==> config.mk <==
export PLATFORM = sky130hd
export DESIGN_NAME = bsc_queue
export DESIGN_NICKNAME = d
export VERILOG_FILES = /design/src/baro_sensor_compensation_assert.svh /design/src/bsc_pkg.sv /design/src/bsc_queue.sv
export SDC_FILE = /design/constraint.sdc
export NUM_CORES = 1
export LEC_CHECK = 0
export ABC_CLOCK_PERIOD_IN_PS = 6200
export BUFFER_PORTS_ARGS = -buffer_cell sky130_fd_sc_hd__buf_2
export CAP_MARGIN = 20
export CORE_MARGIN = 4
export CORE_UTILIZATION = 53
export CTS_CLUSTER_SIZE = 25
export DETAILED_ROUTE_END_ITERATION = 8
export HOLD_SLACK_MARGIN = 0.05
export PLACE_DENSITY = 0.74
export SLEW_MARGIN = 20
export SYNTH_ARGS = -nofsm -noshare
export SYNTH_HDL_FRONTEND = slang
export SYNTH_SLANG_ARGS = --single-unit
==> constraint.sdc <==
create_clock -name clk -period 6.2 [get_ports clk]
set_input_delay 1.24 -clock clk [delete_from_list [all_inputs] [get_ports clk]]
set_output_delay 1.24 -clock clk [all_outputs]
set_load 0.01 [all_outputs]
==> src/baro_sensor_compensation_assert.svh <==
// Assertion macros shared by the compensation block.
`ifndef BARO_SENSOR_COMPENSATION_ASSERT_SVH
`define BARO_SENSOR_COMPENSATION_ASSERT_SVH

`ifndef NO_ASSERTIONS

`define BSC_ASSERT_NEVER(lbl, clk, rst_n, cond) \
	lbl: assert property (@(posedge clk) disable iff (!rst_n) !(cond)) \
		else $error("bsc: forbidden condition seen");

`define BSC_ASSERT_IMPLY(lbl, clk, rst_n, ante, cons) \
	lbl: assert property (@(posedge clk) disable iff (!rst_n) (ante) |-> (cons)) \
		else $error("bsc: implication failed");

`define BSC_ASSERT_NEXT(lbl, clk, rst_n, ante, cons) \
	lbl: assert property (@(posedge clk) disable iff (!rst_n) (ante) |=> (cons)) \
		else $error("bsc: next-cycle implication failed");

`else

`define BSC_ASSERT_NEVER(lbl, clk, rst_n, cond)
`define BSC_ASSERT_IMPLY(lbl, clk, rst_n, ante, cons)
`define BSC_ASSERT_NEXT(lbl, clk, rst_n, ante, cons)

`endif

`endif

==> src/bsc_pkg.sv <==
package bsc_pkg;

	// Port field widths.
	localparam int CAL_W     = 16;
	localparam int RAW_W     = 24;
	localparam int TEMP_W    = 16;
	localparam int PRES_W    = 18;
	localparam int CFG_IDX_W = 3;

	// Front datapath widths.
	localparam int DT_W  = 25;
	localparam int MUL_W = 42;
	localparam int DD_W  = 2 * DT_W;
	localparam int QT_W  = 18;
	localparam int QO_W  = 35;
	localparam int QS_W  = 34;
	localparam int T1_W  = 19;
	localparam int T2_W  = 17;
	localparam int OFF_W = 42;
	localparam int SENS_W = 40;

	// Back datapath widths.
	localparam int SQA_W   = 34;
	localparam int SQB_W   = 35;
	localparam int MA_W    = 40;
	localparam int MB_W    = 39;
	localparam int OFF2_W  = 40;
	localparam int SENS2_W = 39;
	localparam int TF_W    = 20;
	localparam int SPLIT_W = 20;
	localparam int PL_W    = RAW_W + SPLIT_W;
	localparam int PH_W    = RAW_W + 1 + SENS_W - SPLIT_W;
	localparam int PROD_W  = 64;
	localparam int PQ_W    = 43;
	localparam int NUM_W   = 44;

	// Scaling shifts.
	localparam int REF_SHIFT      = 8;
	localparam int TEMP_SHIFT     = 23;
	localparam int OFF_SHIFT      = 6;
	localparam int SENS_SHIFT     = 7;
	localparam int T2_SHIFT       = 31;
	localparam int OFF_CAL_SHIFT  = 17;
	localparam int SENS_CAL_SHIFT = 16;
	localparam int OFF2_SHIFT     = 4;
	localparam int SENS2_SHIFT    = 1;
	localparam int SENS2_COLD_SHIFT = 3;
	localparam int P_SHIFT        = 21;
	localparam int P_OUT_SHIFT    = 15;

	// Correction constants.
	localparam int TEMP_BASE      = 2000;
	localparam int COLD_OFS       = 3500;
	localparam int OFF2_GAIN      = 61;
	localparam int OFF2_COLD_GAIN = 15;
	localparam int TEMP_MAX       = 32767;
	localparam int TEMP_MIN       = -32768;

	localparam int QUEUE_DEPTH = 4;
	localparam int QPTR_W      = $clog2(QUEUE_DEPTH);
	localparam int QCNT_W      = $clog2(QUEUE_DEPTH + 1);

	typedef enum logic [CFG_IDX_W-1:0] {
		CAL_SENS_GAIN   = 3'd0,
		CAL_OFFSET      = 3'd1,
		CAL_SENS_TC     = 3'd2,
		CAL_OFFSET_TC   = 3'd3,
		CAL_REF_TEMP    = 3'd4,
		CAL_TEMP_COEFF  = 3'd5
	} cal_idx_t;

	typedef struct packed {
		logic [CAL_W-1:0] sens_gain_cal;
		logic [CAL_W-1:0] offset_cal;
		logic [CAL_W-1:0] sens_temp_coeff;
		logic [CAL_W-1:0] offset_temp_coeff;
		logic [CAL_W-1:0] ref_temperature;
		logic [CAL_W-1:0] temp_coeff;
	} cal_t;

	// One classified item handed from the front to the back.
	typedef struct packed {
		logic [RAW_W-1:0]         d1;
		logic signed [T1_W-1:0]   temp1;
		logic signed [OFF_W-1:0]  off1;
		logic signed [SENS_W-1:0] sens1;
		logic [T2_W-1:0]          t2;
		logic signed [QT_W-1:0]   dev;
		logic signed [T1_W-1:0]   dev_cold;
		logic                     low;
		logic                     cold;
	} comp_item_t;

	typedef struct packed {
		logic full;
		logic empty;
	} q_stat_t;

endpackage

==> src/bsc_queue.sv <==
module bsc_queue (
	input  logic                 clk,
	input  logic                 arst_n,
	input  logic                 push,
	input  bsc_pkg::comp_item_t  push_item,
	input  logic                 pop,
	output bsc_pkg::comp_item_t  head,
	output bsc_pkg::q_stat_t     stat
);

	bsc_pkg::comp_item_t              entries_q [bsc_pkg::QUEUE_DEPTH];
	logic [bsc_pkg::QPTR_W-1:0]       wr_ptr_q, rd_ptr_q;
	logic [bsc_pkg::QCNT_W-1:0]       count_q;

	assign head       = entries_q[rd_ptr_q];
	assign stat.full  = (count_q == bsc_pkg::QCNT_W'(bsc_pkg::QUEUE_DEPTH));
	assign stat.empty = (count_q == '0);

	always_ff @(posedge clk or negedge arst_n) begin
		if (!arst_n) begin
			wr_ptr_q <= '0;
			rd_ptr_q <= '0;
			count_q  <= '0;
		end else begin
			if (push) begin
				if (wr_ptr_q == bsc_pkg::QPTR_W'(bsc_pkg::QUEUE_DEPTH - 1)) begin
					wr_ptr_q <= '0;
				end else begin
					wr_ptr_q <= wr_ptr_q + 1'b1;
				end
			end
			if (pop) begin
				if (rd_ptr_q == bsc_pkg::QPTR_W'(bsc_pkg::QUEUE_DEPTH - 1)) begin
					rd_ptr_q <= '0;
				end else begin
					rd_ptr_q <= rd_ptr_q + 1'b1;
				end
			end
			if (push && !pop) begin
				count_q <= count_q + 1'b1;
			end else if (pop && !push) begin
				count_q <= count_q - 1'b1;
			end
		end
	end

	always_ff @(posedge clk) begin
		if (push) begin
			entries_q[wr_ptr_q] <= push_item;
		end
	end

endmodule

==> impl_metrics.sql <==
INSERT INTO impl_metrics (metric_group, metric, value, unit) VALUES
('status', 'outcome', 'finished, final reports clean', ''),
('logic_synthesis', 'syn_area', '26700', 'sq um'),
('logic_synthesis', 'synth-xor-area-share', '0.0985', '%'),
('clocking', 'htree_levels', '3', ''),
('worst_hold_path', 'worst_hold_path_type', 'input port to async pin', ''),
('sta', 'max_freq', '238', 'MHz'),
('floorplanning', 'floorplan.die_area', '54000', 'sq um'),
('logic_synthesis', 'synth_cell_type_count', '22', ''),
('sta', 'layout_min_cycle_time', '4.20', 'ns'),
('grt', 'grt_util_all_layers', '19.5', '%'),
('logic_synthesis', 'synthAdderAreaFrac', '0.357', '%'),
('sta', 'slew_viol_final', '0', ''),
('logic_synthesis', 'synth_top_family_by_area', 'multiplexers', ''),
('setup_path', 'critical_path.startpoint_type', 'flop', ''),
('placed_design', 'dpl_cell_area', '29100', 'sq um'),
('layout', 'area_taken_by_multi_input_logic_gates', '4310', 'sq um'),
('job', 'timing.max_cap.violations', '0', ''),
('layout', 'stdcell_count', '2123', ''),
('setup_path', 'critPathMaxFanout', '57', ''),
('logic_synthesis', 'mapped_cells', '983', ''),
('setup_path', 'rr_startpoint', 'wr_ptr_q[1]', ''),
('clocking', 'post_cts.resized_instances', '0', ''),
('sta', 'rsz_0062_raised_after_global_routing', 'false', ''),
('floorplanning', 'floorplan.rows', '81', ''),
('routing', 'post_route_drc_violation_count', '0', ''),
('grt', 'grt.overflow.total', '0', ''),
('routing', 'finalWirelength', '51700', 'um'),
('layout', 'layout.nets', '1590', ''),
('logic_synthesis', 'yosysSeqAreaShare', '82.2', '%'),
('routing', 'wl_per_cell', '24.4', 'um'),
('clocking', 'cts.root.buffer_cell', 'sky130_fd_sc_hd__clkbuf_16', ''),
('clocking', 'clock-sinks', '731', ''),
('logic_synthesis', 'synth-warning-count', '0', ''),
('layout', 'fill_cells', '3202', ''),
('sta', 'setup_ws', '2.00', 'ns'),
('pwr', 'power_density', '470', 'nW/um^2'),
('routing', 'drt_first_pass_iters', '6', ''),
('placed_design', 'place_congestion', '0.750', ''),
('setup_path', 'endpoint', 'head[106]', ''),
('pwr', 'irDropWorstVdd', '374', 'uV'),
('clocking', 'clkLatencyLatePin', '0.59', 'ns'),
('grt', 'largest_net_degree_at_the_start_of_global_routing', '98', ''),
('routing', 'route.vias.total', '11900', ''),
('clocking', 'cts_made_buffers', '72', ''),
('logic_synthesis', 'postSynthAreaPerCell', '27.1', 'sq um'),
('floorplanning', 'effective_utilization_at_floorplan', '54.0', '%'),
('clocking', 'number_of_hold_buffers_added_after_cts', '0', ''),
('clocking', 'clock_tree_from_tritoncts', 'done', ''),
('layout', 'mostFrequentLayoutCell', 'sky130_fd_sc_hd__edfxtp_1', ''),
('routing', 'route.detailed.vias_per_inst', '5.60', ''),
('layout', 'postLayoutCoreUtil', '63.9', '%'),
('clocking', 'clkTransAtPathRegs', '0.06', 'ns'),
('clocking', 'cts_setup_buffers', '0', ''),
('placed_design', 'placement_stage_worst_setup_slack', '2.52', 'ns'),
('routing', 'count_of_antenna_violating_nets_left_after_detailed_routing', '0', ''),
('grt', 'grt_antenna_before_repair', '24', ''),
('placed_design', 'dp.cells', '1988', ''),
('sta', 'slew_headroom', '33.9', '%'),
('sta', 'worst_slew_pin_slew', '0.992', 'ns'),
('setup_path', 'timing.reg2reg.worst_path_depth', '4', ''),
('setup_path', 'critical_path.endpoint_type', 'output port', ''),
('floorplanning', 'core', '49400', 'sq um'),
('layout', 'flow.area_growth_from_synthesis', '18.3', '%'),
('clocking', 'longest_clk_path_bufs', '3', ''),
('setup_path', 'r2r-end', 'entries_q[1][75]', ''),
('sta', 'timing.clock.skew', '0.0215', 'ns'),
('placed_design', 'numPortBuffers', '367', ''),
('sta', 'fin_hold_ws', '0.482', 'ns'),
('logic_synthesis', 'synth-seq-cells', '731', ''),
('pwr', 'total_power', '14.8', 'mW'),
('layout', 'fin_area', '31600', 'sq um');
[registers in the layout, summed over array words and instances, names as in the netlist]
signal and flops:
rd_ptr_q 2, entries_q 724, count_q 3, wr_ptr_q 2
[where the power goes]
part / leakage [nW] / internal, mW / total, mW / switching, mW
combinational: 2.80 / 1.72 / 3.75 / 2.03
sequential: 6.73 / 6.33 / 6.66 / 0.333
clock: 1.19 / 2.69 / 4.42 / 1.73
[critical path, cell delays in order, from the launching register on]
cell and delay, ns:
sky130_fd_sc_hd__dfrtp_4 1.09, sky130_fd_sc_hd__buf_12 0.45, sky130_fd_sc_hd__mux4_2 0.57, sky130_fd_sc_hd__buf_2 0.17
[synth_stat cells]
master	count	area [sq um]
sky130_fd_sc_hd__a21o_1	1	7.51
sky130_fd_sc_hd__and2_1	4	25.0
sky130_fd_sc_hd__buf_12	11	220
sky130_fd_sc_hd__buf_2	10	50.1
sky130_fd_sc_hd__buf_4	2	15.0
sky130_fd_sc_hd__buf_6	2	22.5
sky130_fd_sc_hd__buf_8	7	105
sky130_fd_sc_hd__clkbuf_1	9	33.8
sky130_fd_sc_hd__dfrtp_1	7	175
sky130_fd_sc_hd__edfxtp_1	724	21700
sky130_fd_sc_hd__fa_1	1	20.0
sky130_fd_sc_hd__ha_1	6	75.1
sky130_fd_sc_hd__inv_1	4	15.0
sky130_fd_sc_hd__mux2_2	2	22.5
sky130_fd_sc_hd__mux4_2	181	4080
sky130_fd_sc_hd__nand2_1	2	7.51
sky130_fd_sc_hd__nor2_1	2	7.51
sky130_fd_sc_hd__nor3_1	2	10.0
sky130_fd_sc_hd__nor3b_1	1	7.51
sky130_fd_sc_hd__o21ai_0	2	10.0
sky130_fd_sc_hd__xnor2_1	1	8.76
sky130_fd_sc_hd__xor2_1	2	17.5
[how the worst min path moves through the flow]
stage	startpoint	endpoint	slack, ns	cells after the start
floorplan	count_q[2]	count_q[2]	0.46	1
global placement	count_q[2]	count_q[2]	0.47	1
detailed placement	count_q[2]	count_q[2]	0.48	1
CTS	arst_n	count_q[2]	0.44	1
global route	arst_n	count_q[2]	0.45	1
finish	arst_n	count_q[2]	0.48	1
[kinds of logic after synthesis]
logic type                 count (synthesis)
adders and majority gates                  7
muxes                                    183
buffers and inverters                     45
and+or+nand+nor                           11
AOI/OAI and AO/OA                          3
DFF                                      731
xor gates and xnor gates                   3
[routing by layer]
layer	part of all wire [%]	vias up	global-route usage, %
met2	49	455	30.8
met1	37	6194	25.1
met5	0.38	-	0
met3	11	108	8.82
met4	2.1	30	4.95
li1	-	5111	-
[final cells by class]
type | count | area share, %
Inverter | 4 | 0.0476
Clock inverter | 35 | 1.50
Clock buffer | 90 | 6.18
Multi-Input combinational cell | 207 | 13.6
Antenna cell | 10 | 0.0793
Timing Repair Buffer | 382 | 6.45
Tap cell | 664 | 2.63
Sequential cell | 731 | 69.5
(Power assumes the default switching activity.)
